## config.mk

```make
export PLATFORM = sky130hd
export DESIGN_NAME = tcw_cursor
export DESIGN_NICKNAME = d
export VERILOG_FILES = /design/src/rtl/tcw_pkg.sv /design/src/rtl/tcw_cursor.sv
export SDC_FILE = /design/constraint.sdc
export NUM_CORES = 1
export LEC_CHECK = 0
export BUFFER_PORTS_ARGS = -buffer_cell sky130_fd_sc_hd__buf_2
export CORE_UTILIZATION = 40
export DETAILED_ROUTE_END_ITERATION = 8
export PLACE_DENSITY = 0.65
export SYNTH_ARGS = -nofsm -noshare
export SYNTH_HDL_FRONTEND = slang
export SYNTH_SLANG_ARGS = --single-unit
```

## constraint.sdc

```tcl
create_clock -name vclk -period 5.4
set_input_delay 1.08 -clock vclk [all_inputs]
set_output_delay 1.08 -clock vclk [all_outputs]
set_load 0.02 [all_outputs]
```

## src/rtl/tcw_pkg.sv

```systemverilog
// Shared types and constants of the text console writer.
`default_nettype none

package tcw_pkg;

    localparam int OP_W    = 2;
    localparam int CHAR_W  = 8;
    localparam int COLOR_W = 4;
    localparam int COLF_W  = 7;
    localparam int ROWF_W  = 5;
    localparam int POS_W   = 11;
    localparam int CELL_W  = 16;

    localparam logic [OP_W-1:0] OP_PUT   = 2'd0;
    localparam logic [OP_W-1:0] OP_CLEAR = 2'd1;
    localparam logic [OP_W-1:0] OP_SET   = 2'd2;
    localparam logic [OP_W-1:0] OP_READ  = 2'd3;

    localparam logic [CHAR_W-1:0] CH_BS    = 8'h08;
    localparam logic [CHAR_W-1:0] CH_TAB   = 8'h09;
    localparam logic [CHAR_W-1:0] CH_LF    = 8'h0A;
    localparam logic [CHAR_W-1:0] CH_CR    = 8'h0D;
    localparam logic [CHAR_W-1:0] CH_SPACE = 8'h20;

    localparam logic [COLOR_W-1:0] FG_WHITE   = 4'hF;
    localparam logic [CELL_W-1:0]  BLANK_CELL = 16'h0F20;

    typedef struct packed {
        logic [OP_W-1:0]    op;
        logic [CHAR_W-1:0]  char_code;
        logic [COLOR_W-1:0] back_colour;
        logic [COLOR_W-1:0] fore_colour;
        logic [COLF_W-1:0]  col;
        logic [ROWF_W-1:0]  row;
    } t_tcw_cmd;

    typedef struct packed {
        logic [POS_W-1:0]  cursor_pos;
        logic [CELL_W-1:0] cell_data;
        logic              scrolled;
    } t_tcw_rsp;

    // Side effects of a put on the store.
    typedef struct packed {
        logic store;
        logic scroll;
    } t_put_flags;

endpackage

`default_nettype wire

```

## src/rtl/tcw_cursor.sv

```systemverilog
// Cursor motion of a put: control codes, tab stops, line wrap and scroll detect.
`default_nettype none

module tcw_cursor
    import tcw_pkg::*;
#(
    parameter int COLUMNS   = 80,
    parameter int ROWS      = 25,
    parameter int TAB_WIDTH = 8,
    parameter int CW        = 7,
    parameter int RW        = 5
) (
    input  wire logic [CW-1:0]     i_col,
    input  wire logic [RW-1:0]     i_row,
    input  wire logic [CHAR_W-1:0] i_char,
    output logic [CW-1:0]          o_col,
    output logic [RW-1:0]          o_row,
    output t_put_flags             o_flags
);

    localparam int NW    = $clog2(COLUMNS + TAB_WIDTH + 1);
    localparam int NSTOP = COLUMNS / TAB_WIDTH + 1;

    logic [NW-1:0] col_ext;
    logic [NW-1:0] tab_stop;
    logic [NW-1:0] nc;
    logic [RW:0]   nr;

    assign col_ext = NW'(i_col);

    // First tab stop strictly right of the cursor.
    always_comb begin
        tab_stop = NW'(NSTOP * TAB_WIDTH);
        for (int k = NSTOP; k >= 1; k--) begin
            if (NW'(k * TAB_WIDTH) > col_ext) begin
                tab_stop = NW'(k * TAB_WIDTH);
            end
        end
    end

    always_comb begin
        nc      = col_ext;
        nr      = (RW+1)'(i_row);
        o_flags = '0;
        case (i_char)
            CH_BS: begin
                if (i_col != '0) begin
                    nc = col_ext - NW'(1);
                end
            end
            CH_TAB: begin
                nc = tab_stop;
            end
            CH_CR: begin
                nc = '0;
            end
            CH_LF: begin
                nc = '0;
                nr = nr + (RW+1)'(1);
            end
            default: begin
                if (!i_char[CHAR_W-1] && i_char >= CH_SPACE) begin
                    o_flags.store = 1'b1;
                    nc = col_ext + NW'(1);
                end
            end
        endcase
        // wrap to the next line
        if (nc >= NW'(COLUMNS)) begin
            nc = '0;
            nr = nr + (RW+1)'(1);
        end
        // past the bottom: hold on the last row and scroll
        if (nr >= (RW+1)'(ROWS)) begin
            nr             = (RW+1)'(ROWS - 1);
            o_flags.scroll = 1'b1;
        end
    end

    assign o_col = nc[CW-1:0];
    assign o_row = nr[RW-1:0];

endmodule

`default_nettype wire

```

Yosys cells after proc, flatten, opt, wreduce, memory -nomap -nowiden
Cells that the tools add are included.
W data, S select, Z words.
Word-level totals
  flip-flop bits (word level): 0
  word-level logic and storage cells: 46
  output and inout bits: 14
Cells by class
  reductions and logical operators: 5
  mux-type cells: 20
  $lt $le $gt $ge: 13
  equal/unequal tests: 4
  add/sub/neg operators: 4
Operator list (number)
  $mux W7: 12
  $eq A8 B4 Y1 const B: 4
  $gt A6 B7 Y1 const A: 4
  $gt A7 B7 Y1 const A: 3
  $pmux W7 S3: 1
  $gt A5 B7 Y1 const A: 2
  $mux W6: 2
  $ge A8 B6 Y1 const B: 1
  $add A7 B1 Y7 const B: 1
  $ge A7 B7 Y1 const B: 1
  $gt A4 B7 Y1 const A: 1
  $reduce_bool A7 Y1: 1
  $sub A7 B1 Y7 const B: 1
  $add A5 B1 Y6 const B: 1
  $add A6 B1 Y6 const B: 1
  $ge A6 B5 Y1 const B: 1
  $mux W5: 1
  $mux W4: 1
  $reduce_or A4 Y1: 1
  $mux W1: 3
  $reduce_or A2 Y1: 1
  $logic_and A1 B1 Y1: 1
  $logic_not A1 Y1: 1

Depth between registers and ports, before layout
Gate-level depths: netlist of run 1.
  depth in word-level cells: 16
  depth in mapped cells: 14
  depth with buffers taken out: 12

Worst setup path after synthesis of run 1
Ideal clock, no wire load.
  kind: input port to output port
  from: input port i_char[4]
  to: output port o_row[1]
  required time: 4.320 ns
  slack: 0.315 ns
  cell stages on the path: 11
  arrival time: 4.005 ns
  cells stage by stage: nor4_1 > buf_2 > nand2_1 > xnor2_1 > ha_1 > or4_1 > o22ai_1 > a211oi_1 > a31oi_1 > mux2i_1 > nor3_1
On the way
  longest elaborated chain between the ends: 8
  elaborated cells between the ends (all ways): 15
Ends and longest elaborated chain
  start: declaration: RTL line tcw_cursor.sv:15  | input wire logic [CHAR_W-1:0] i_char,
  $ge A8 B6 Y1: RTL line tcw_cursor.sv:62  | if (!i_char[CHAR_W-1] && i_char >= CH_SPACE) begin
  $logic_and A1 B1 Y1: RTL line tcw_cursor.sv:62
  $mux W7: RTL line tcw_cursor.sv:62
  $pmux W7 S3: RTL line tcw_cursor.sv:45  | case (i_char)
  $ge A7 B7 Y1: RTL line tcw_cursor.sv:69  | if (nc >= NW'(COLUMNS)) begin
  $mux W6 *: RTL line tcw_cursor.sv:69
  $ge A6 B5 Y1: RTL line tcw_cursor.sv:74  | if (nr >= (RW+1)'(ROWS)) begin
  $mux W5 *: RTL line tcw_cursor.sv:74
  end: declaration: RTL line tcw_cursor.sv:17  | output logic [RW-1:0] o_row,
Every way passes the cells marked *; elsewhere a longest branch is shown, timed or not.

==> results.toml, run 1 <==
[outcome]
run_status = "completed"

[final_layout]
clockBufferCount = 0
num_antenna_cells = 0
layout-drive-gt1-share_pct = 26.8
numSequentialCells = 0
finish.net_count = 205
flow.area_growth_from_synthesis_pct = 15.1
final-seq-area_um2 = 0
util_after_layout_pct = 48.9

[drt]
wl_per_cell_um = 13.9
post_drt_via_cell_ratio = 6.26
detailroute.via_count = 1309
drc = 0
wirelength_mm = 2.91
drt_first_pass_iters = 4
ant_nets = 0
first_iter_violations = 52

[floorplanning]
core_area_um2 = 2480
floorplan.initialDensity_pct = 42.5
die_width_um = 53.3
ios = 34
floorplan.rows = 18
vertical_die_dimension_um = 53.3
die-area_um2 = 2840

[timing]
final_min_period_ps = 5140
tightest_slew_ps = 601
setup_repair_after_global_routing_missed_its_margin = "no"
worst_slew_margin_relative_to_its_limit_pct = 59.4
worst_slack_ps = 263
timing.fmax_mhz = 195
report.final.setup_viol = 0
slew_viol_final = 0
final_worst_hold_slack_ps = 2560
post-route-period-util_pct = 95.1
setup_total_negative_slack_ps = 0
hold_violations = 0

[worst_setup_path]
worst-endpoint-arrival_ps = 4060
worstPathRequired_ps = 4320
critical_path.startpoint_type = "primary input"
timing.critical_path.fanout_max = 6
critPathMaxStageDelay_ps = 560
worstPathBufferInverterCount = 2
cp_slowest_cell = "sky130_fd_sc_hd__nor4bb_1"
cp_cell_sequence = "buf_2 > nor4bb_1 > nand2_1 > xnor2_1 > ha_1 > or4_1 > o22ai_1 > a211oi_1 > a31oi_1 > mux2i_1 > or2_1 > buf_2"
crit_type = "in2out"
timing.critical_path.to = "o_flags[0]"
path_common_cell = "sky130_fd_sc_hd__buf_2"
cp_launch_point = "i_char[0]"
path_delay_family = "simple AND/OR/NAND/NOR gates"
setup.worst_path.end_class = "primary output"
cp_num_cells = 12

[place]
dpl_worst_slack_ps = 284
number_of_buffers_inserted_by_port_buffering = 34
finalWeightedCongestion = 0.932
detailed_place_hpwl_mm = 2.32

[synth]
synth_area_per_cell_um2 = 6.75
synth-warning-count = 0
mappedNetlistArea_um2 = 1050
yosysUniqueCellTypes = 52
synthCells = 156
seq_area_frac_synth_pct = 0
syn_nets = 180

[global_route]
grt_overflow = 0
grt_first_pass_wirelength_mm = 4.83
grt_max_degree = 14
grt.total_usage_pct = 21.7
vias_in_the_first_global_route = 1109
initial_antenna_violation_count = 0

[run]
maxCapViolCount = 0

[pwr]
internal_power_w = 0.0000361
worst_ir_drop_vdd_mv = 0.0400
totalPowerFinal_w = 0.0000931
power-per-cell-area_nw_per_um2 = 76.8
combPwrFrac_pct = 100.0
power.share.switching_pct = 61.3
p_clk_share_pct = 0
seqPwrFrac_pct = 0
p_switching_w = 0.0000571
total_leakage_power_nw = 0.495

[clocking]
post_cts.repair.setup_buffers = 0
hold_buffers = 0
cts_resized = 0

[min_path]
hp-class = "in2out"
[worst min path at each step]
stage	start	endpoint	slack, ps	depth (start not counted)
after floorplan	i_col[0]	o_col[0]	2360	2
after global placement	i_col[2]	o_col[2]	2550	3
after detailed placement	i_col[2]	o_col[2]	2550	3
after CTS	i_col[2]	o_col[2]	2560	3
after global routing	i_col[2]	o_col[2]	2610	3
final	i_col[2]	o_col[2]	2560	3
[per-stage QoR]
| stage | instance area, um^2 | cells |
|---|---|---|
| 2_1_floorplan | 1050 | 156 |
| 3_3_place_gp | 1210 | 209 |
| 3_5_place_dp | 1210 | 209 |
| 4_1_cts | 1210 | 209 |
| 5_1_grt | 1210 | 209 |
| 6_report | 1210 | 209 |
[cell usage after synthesis, types with 3 or more instances]
| cell | n | share of area [%] |
|---|---|---|
| sky130_fd_sc_hd__nand2_1 | 11 | 3.9 |
| sky130_fd_sc_hd__nand3_1 | 8 | 3.8 |
| sky130_fd_sc_hd__nor2_1 | 8 | 2.9 |
| sky130_fd_sc_hd__nor3_1 | 8 | 3.8 |
| sky130_fd_sc_hd__xnor2_1 | 8 | 6.7 |
| sky130_fd_sc_hd__clkbuf_1 | 7 | 2.5 |
| sky130_fd_sc_hd__inv_1 | 7 | 2.5 |
| sky130_fd_sc_hd__a21oi_1 | 6 | 2.9 |
| sky130_fd_sc_hd__a31oi_1 | 6 | 3.6 |
| sky130_fd_sc_hd__and3_1 | 5 | 3.0 |
| sky130_fd_sc_hd__o21ai_0 | 5 | 2.4 |
| sky130_fd_sc_hd__a211oi_1 | 4 | 2.9 |
| sky130_fd_sc_hd__ha_1 | 4 | 4.8 |
| sky130_fd_sc_hd__mux2i_1 | 4 | 3.8 |
| sky130_fd_sc_hd__nand4_1 | 4 | 2.4 |
| sky130_fd_sc_hd__nor4_1 | 4 | 2.4 |
| sky130_fd_sc_hd__o22ai_1 | 4 | 2.4 |
| sky130_fd_sc_hd__a21o_1 | 3 | 2.1 |
| sky130_fd_sc_hd__a221oi_1 | 3 | 2.5 |
| sky130_fd_sc_hd__nor2b_1 | 3 | 1.8 |
| sky130_fd_sc_hd__or2_2 | 3 | 1.8 |
| sky130_fd_sc_hd__or4_1 | 3 | 2.1 |
[per-layer routing]
metal,part of all wire (%),GRT usage (%),wire (um)
met5,0,0,0
met2,50,43.3,1470
met3,3.6,0.575,105
met4,0.79,1.32,23
met1,45,25.8,1310
[area by class of cell]
type | count | area, um^2
multi-input combinational | 137 | 971
inverter | 7 | 26.3
tap | 30 | 37.5
timing repair buffer | 35 | 178
fill | 276 | 1260
[power by group through the flow]
stage | Clock (W) | Sequential, W | Combinational, W
after floorplan | 0 | 0 | 0.0000662
after global placement | 0 | 0 | 0.0000907
after detailed placement | 0 | 0 | 0.0000929
after CTS | 0 | 0 | 0.0000932
after global routing | 0 | 0 | 0.000103
final | 0 | 0 | 0.0000931
[kinds of logic (layout without fill, tap and decap cells)]
| kind of cell | Yosys count | count (layout) | share of synthesized area, % |
|---|---|---|---|
| simple gates | 72 | 72 | 40.5 |
| compound gates | 47 | 47 | 34.2 |
| buf+inv | 19 | 42 | 8.43 |
| xor+xnor | 10 | 10 | 8.31 |
| fa+ha+maj | 4 | 4 | 4.75 |
| mux | 4 | 4 | 3.80 |
[tightest hold or removal path: cells and delay by family]
| kind | cells | cell delay [ps] |
|---|---|---|
| compound gates | 1 | 90 |
| buf+inv | 2 | 320 |
[placed cells by master (no fill, tap or decap), types with 3 or more instances in the layout]
cell,netlist,routed
sky130_fd_sc_hd__a221oi_1,3,3
sky130_fd_sc_hd__or4_1,3,3
sky130_fd_sc_hd__o21ai_0,5,5
sky130_fd_sc_hd__a21o_1,3,3
sky130_fd_sc_hd__a211oi_1,4,4
sky130_fd_sc_hd__xnor2_1,8,8
sky130_fd_sc_hd__nor2_1,8,8
sky130_fd_sc_hd__and3_1,5,5
sky130_fd_sc_hd__nand4_1,4,4
sky130_fd_sc_hd__mux2i_1,4,4
sky130_fd_sc_hd__nand3_1,8,8
sky130_fd_sc_hd__a21oi_1,6,6
sky130_fd_sc_hd__inv_1,7,7
sky130_fd_sc_hd__buf_2,2,34
sky130_fd_sc_hd__a31oi_1,6,6
sky130_fd_sc_hd__o22ai_1,4,4
sky130_fd_sc_hd__nor2b_1,3,3
sky130_fd_sc_hd__nand2_1,11,11
sky130_fd_sc_hd__nor4_1,4,3
sky130_fd_sc_hd__or2_2,3,3
sky130_fd_sc_hd__ha_1,4,4
sky130_fd_sc_hd__nor3_1,8,8
No activity file was read; power rests on OpenSTA's default activity.
==> run 2, diff against run 1 <==
BUFFER_PORTS_ARGS = default   (was -buffer_cell sky130_fd_sc_hd__buf_2)
CORE_UTILIZATION = 35   (was 40)
DONT_BUFFER_PORTS = 1   (was default)
PLACE_DENSITY = default   (was 0.65)
==> run 2 against run 1 <==
Compared with the run above: sequential share of layout area unchanged; core utilization fell by 11 points; highest routed layer unchanged; the run now ends with design-rule violations left; first-iteration DRC count shrank 3.8%; critical endpoint is now o_row[2]; largest cell class unchanged; worst setup slack gained 85 ps.
==> results.toml, run 2 (synthesis results as in run 1) <==
[min_path]
hold_end = "o_col[2]"
timing.hold.worst.start = "i_col[2]"
worstHoldPathCells = 2
hp-class = "in2out"

[timing]
timing.fmax_mhz = 198
final_worst_hold_slack_ps = 2370
tightest_slew_ps = 668
setup_repair_after_global_routing_missed_its_margin = "no"
worst_slew_margin_relative_to_its_limit_pct = 55.4
slew_viol_final = 0
report.final.setup_viol = 0
hold_violations = 0
worst_slack_ps = 349
setup_total_negative_slack_ps = 0
post-route-period-util_pct = 93.5
final_min_period_ps = 5050

[final_layout]
num_antenna_cells = 0
layout-drive-gt1-share_pct = 11.5
final-seq-area_um2 = 0
n_fill_cell = 317
clockBufferCount = 0
util_after_layout_pct = 38.0
commonest_cells_after_routing_fill_and_taps_aside = "sky130_fd_sc_hd__nand2_1, sky130_fd_sc_hd__xnor2_1, sky130_fd_sc_hd__nand3_1, sky130_fd_sc_hd__nor3_1, sky130_fd_sc_hd__nor2_1"
finish.net_count = 174
mostFrequentLayoutCell = "sky130_fd_sc_hd__nand2_1"
numSequentialCells = 0
flow.area_growth_from_synthesis_pct = 1.19

[clocking]
cts_resized = 0
post_cts.repair.setup_buffers = 0
hold_buffers = 0

[place]
finalWeightedCongestion = 0.847
dpl_worst_slack_ps = 438
detailed_place_hpwl_mm = 2.34
number_of_buffers_inserted_by_port_buffering = 0

[outcome]
failed_checks = "design-rule violations"
run_status = "finished with violations"

[pwr]
p_clk_share_pct = 0
power.share.switching_pct = 59.7
internal_power_w = 0.0000286
power-per-cell-area_nw_per_um2 = 66.6
total_leakage_power_nw = 0.368
seqPwrFrac_pct = 0
p_switching_w = 0.0000424
worst_ir_drop_vdd_mv = 0.0299
combPwrFrac_pct = 100.0

[drt]
drc = 4
detailroute.via_count = 1203
wirelength_mm = 2.95
first_iter_violations = 50
ant_nets = 0
post_drt_via_cell_ratio = 6.72
wl_per_cell_um = 16.5
drt_first_pass_iters = 8

[global_route]
grt_first_pass_wirelength_mm = 5.15
grt_max_degree = 14
grt_overflow = 0
initial_antenna_violation_count = 0
grt.total_usage_pct = 18.9
vias_in_the_first_global_route = 1139

[floorplanning]
vertical_die_dimension_um = 56.9
ios = 34
die-area_um2 = 3230
core_area_um2 = 2810
die_width_um = 56.9
floorplan.rows = 19
floorplan.initialDensity_pct = 37.6

[worst_setup_path]
timing.critical_path.fanout_max = 6
crit_type = "in2out"
cp_launch_point = "i_char[0]"
path_delay_family = "simple AND/OR/NAND/NOR gates"
worstPathRequired_ps = 4320
worst-endpoint-arrival_ps = 3970
cp_num_cells = 10
cp_slowest_cell = "sky130_fd_sc_hd__nor4bb_1"
setup.worst_path.end_class = "primary output"
worstPathBufferInverterCount = 0
critPathMaxStageDelay_ps = 560
critical_path.startpoint_type = "primary input"
cp_cell_sequence = "nor4bb_1 > nand2_1 > xnor2_1 > ha_1 > or4_1 > o22ai_1 > a211oi_1 > a31oi_1 > mux2i_1 > a211oi_2"

[run]
maxCapViolCount = 0
-- run 2: cell count changes in the layout (fill, tap and decap cells not counted), sizes merged --
cell / delta
buf: -31
-- run 2: power by group through the flow --
stage	clock network, W	logic [W]	registers [W]
global route	0	0.0000773	0
global placement	0	0.0000685	0
CTS	0	0.0000706	0
detailed placement	0	0.0000705	0
finish	0	0.0000710	0
floorplan	0	0.0000662	0
-- run 2: worst max-delay path by stage --
stage                     endpoint  slack, ps
final                     o_row[2]        350
after global routing      o_row[1]         90
after CTS                 o_row[2]        430
after detailed placement  o_row[2]        440
after floorplan           o_row[1]        320
after global placement    o_row[2]        570
-- run 2: area by class of cell --
| type | instances | area [um^2] | area share (%) |
|---|---|---|---|
| repair buffers | 4 | 30.0 | 2.82 |
| well taps | 31 | 38.8 | 3.64 |
| multi-input cells | 137 | 971 | 91.1 |
| inverters | 7 | 26.3 | 2.46 |
-- run 2: per-stage QoR --
stage / instance area (um^2) / std cells / total power [W]
detailed placement: 1070 / 179 / 0.0000705
global placement: 1070 / 179 / 0.0000685
global route: 1070 / 179 / 0.0000773
floorplan: 1050 / 156 / 0.0000662
CTS: 1070 / 179 / 0.0000706
finish: 1070 / 179 / 0.0000710
-- run 2: per-layer routing --
layer  vias to the layer above  routed length, um  track usage (%)
li1                        591                  -                -
met1                       579               1330             23.2
met2                        31               1480             36.7
met3                         2                121             1.38
met4                         0                 30             1.39
met5                         -                  0                0
==> run 3, diff against run 2 <==
BUFFER_PORTS_ARGS = -buffer_cell sky130_fd_sc_hd__buf_2   (was default)
CELL_PAD_IN_SITES_DETAIL_PLACEMENT = 0   (was default)
CELL_PAD_IN_SITES_GLOBAL_PLACEMENT = 1   (was default)
DONT_BUFFER_PORTS = default   (was 1)
PLACE_DENSITY_LB_ADDON = 0.1   (was default)
==> run 3 against run 2 <==
Compared with the run above: cell count grew 18%; critical endpoint is now o_flags[0]; highest routed layer is now met3; combinational power rose by 33%; critical path depth up 3; fmax up 0.97%; the flow still finishes with violations (design-rule violations); sequential share of layout area is the same; die area unchanged.
==> results.toml, run 3 (synthesis results as in run 1) <==
[outcome]
run_status = "finished with violations"
failed_checks = "design-rule violations"

[drt]
ant_nets = 0
first_iter_violations = 46
post_drt_via_cell_ratio = 6.22
wl_per_cell_um = 14.2
wirelength_mm = 3.00
drc = 2
detailroute.via_count = 1312
drt_first_pass_iters = 6

[timing]
tightest_slew_ps = 642
report.final.setup_viol = 0
setup_total_negative_slack_ps = 0
worst_slew_margin_relative_to_its_limit_pct = 57.1
slew_viol_final = 0
worst_slack_ps = 397
post-route-period-util_pct = 92.6
final_min_period_ps = 5000
setup_repair_after_global_routing_missed_its_margin = "no"
hold_violations = 0
final_worst_hold_slack_ps = 2580
timing.fmax_mhz = 200

[final_layout]
commonest_cells_after_routing_fill_and_taps_aside = "sky130_fd_sc_hd__buf_2, sky130_fd_sc_hd__nand2_1"
final_area_um2 = 1220
clockBufferCount = 0
n_fill_cell = 303
util_after_layout_pct = 43.5
final-seq-area_um2 = 0
flow.area_growth_from_synthesis_pct = 15.9
numSequentialCells = 0
multiInputGateArea_um2 = 971
finish.net_count = 206
layout-drive-gt1-share_pct = 27.2
num_antenna_cells = 0
mostFrequentLayoutCell = "sky130_fd_sc_hd__buf_2"

[worst_setup_path]
critical_path.startpoint_type = "primary input"
setup.worst_path.end_class = "primary output"
worstPathBufferInverterCount = 3
critPathMaxStageDelay_ps = 500
cp_cell_sequence = "buf_2 > nor4bb_1 > buf_4 > nand2_1 > o21ai_0 > ha_1 > or4_1 > o22ai_1 > a211oi_1 > a31oi_1 > mux2i_1 > or2_1 > buf_2"
worstPathRequired_ps = 4320
crit_type = "in2out"
cp_slowest_cell = "sky130_fd_sc_hd__or4_1"
path_delay_family = "simple AND/OR/NAND/NOR gates"
timing.critical_path.fanout_max = 6
path_common_cell = "sky130_fd_sc_hd__buf_2"
worst-endpoint-arrival_ps = 3920

[place]
dpl_worst_slack_ps = 433
detailed_place_hpwl_mm = 2.43
postPlaceCellArea_um2 = 1220
finalWeightedCongestion = 0.878
number_of_buffers_inserted_by_port_buffering = 34

[floorplanning]
die-area_um2 = 3230
floorplan.rows = 19
core_area_um2 = 2810
die_width_um = 56.9
vertical_die_dimension_um = 56.9
ios = 34
floorplan.initialDensity_pct = 37.6

[run]
maxCapViolCount = 0

[pwr]
p_switching_w = 0.0000583
worst_ir_drop_vdd_mv = 0.0322
combPwrFrac_pct = 100.0
power.share.switching_pct = 61.6
seqPwrFrac_pct = 0
power-per-cell-area_nw_per_um2 = 77.5
internal_power_w = 0.0000363
total_leakage_power_nw = 0.501
p_clk_share_pct = 0

[global_route]
vias_in_the_first_global_route = 1072
grt_first_pass_wirelength_mm = 4.94
grt_overflow = 0
grt.total_usage_pct = 18.4
initial_antenna_violation_count = 0
grt_max_degree = 14

[min_path]
timing.hold.worst.start = "i_col[2]"
hp-class = "in2out"
worstHoldPathCells = 3
hold_end = "o_col[2]"

[clocking]
cts_resized = 0
post_cts.repair.setup_buffers = 0
hold_buffers = 0
==> run 3: power by group through the flow <==
stage               Combinational, W  Clock, W  Sequential (W)
floorplan                  0.0000662         0               0
global placement           0.0000928         0               0
detailed placement         0.0000939         0               0
CTS                        0.0000941         0               0
global route                0.000104         0               0
finish                     0.0000946         0               0
==> run 3: worst max-delay path by stage <==
stage                         start          to  slack (ps)  cells past startpoint
final                     i_char[0]  o_flags[0]         400                     13
after global routing      i_char[3]  o_flags[0]         140                     13
after CTS                 i_char[0]  o_flags[0]         430                     13
after detailed placement  i_char[0]  o_flags[0]         430                     13
after global placement    i_char[0]  o_flags[0]         400                     13
after floorplan           i_char[4]    o_row[1]         320                     11
==> run 3: routing by layer <==
metal  GRT usage, %  wire length [um]  share of wire [%]  vias to the layer above
met1           29.1              1570                 52                      613
met2           28.2              1280                 43                       38
met4           1.05                 0                  0                        0
met5              0                 0                  0                        -
met3           1.15               155                5.2                        0
li1               -                 -                  -                      661
==> run 3: stage by stage <==
| stage | total power [W] | cells |
|---|---|---|
| 6_report | 0.0000946 | 211 |
| 5_1_grt | 0.000104 | 211 |
| 4_1_cts | 0.0000941 | 211 |
| 3_5_place_dp | 0.0000939 | 211 |
| 3_3_place_gp | 0.0000928 | 211 |
| 2_1_floorplan | 0.0000662 | 156 |
==> run 3: cell type report <==
| cell class | instances | area share [%] |
|---|---|---|
| well taps | 31 | 3.18 |
| multi-input cells | 137 | 79.5 |
| repair buffers | 36 | 15.2 |
| inverters | 7 | 2.15 |
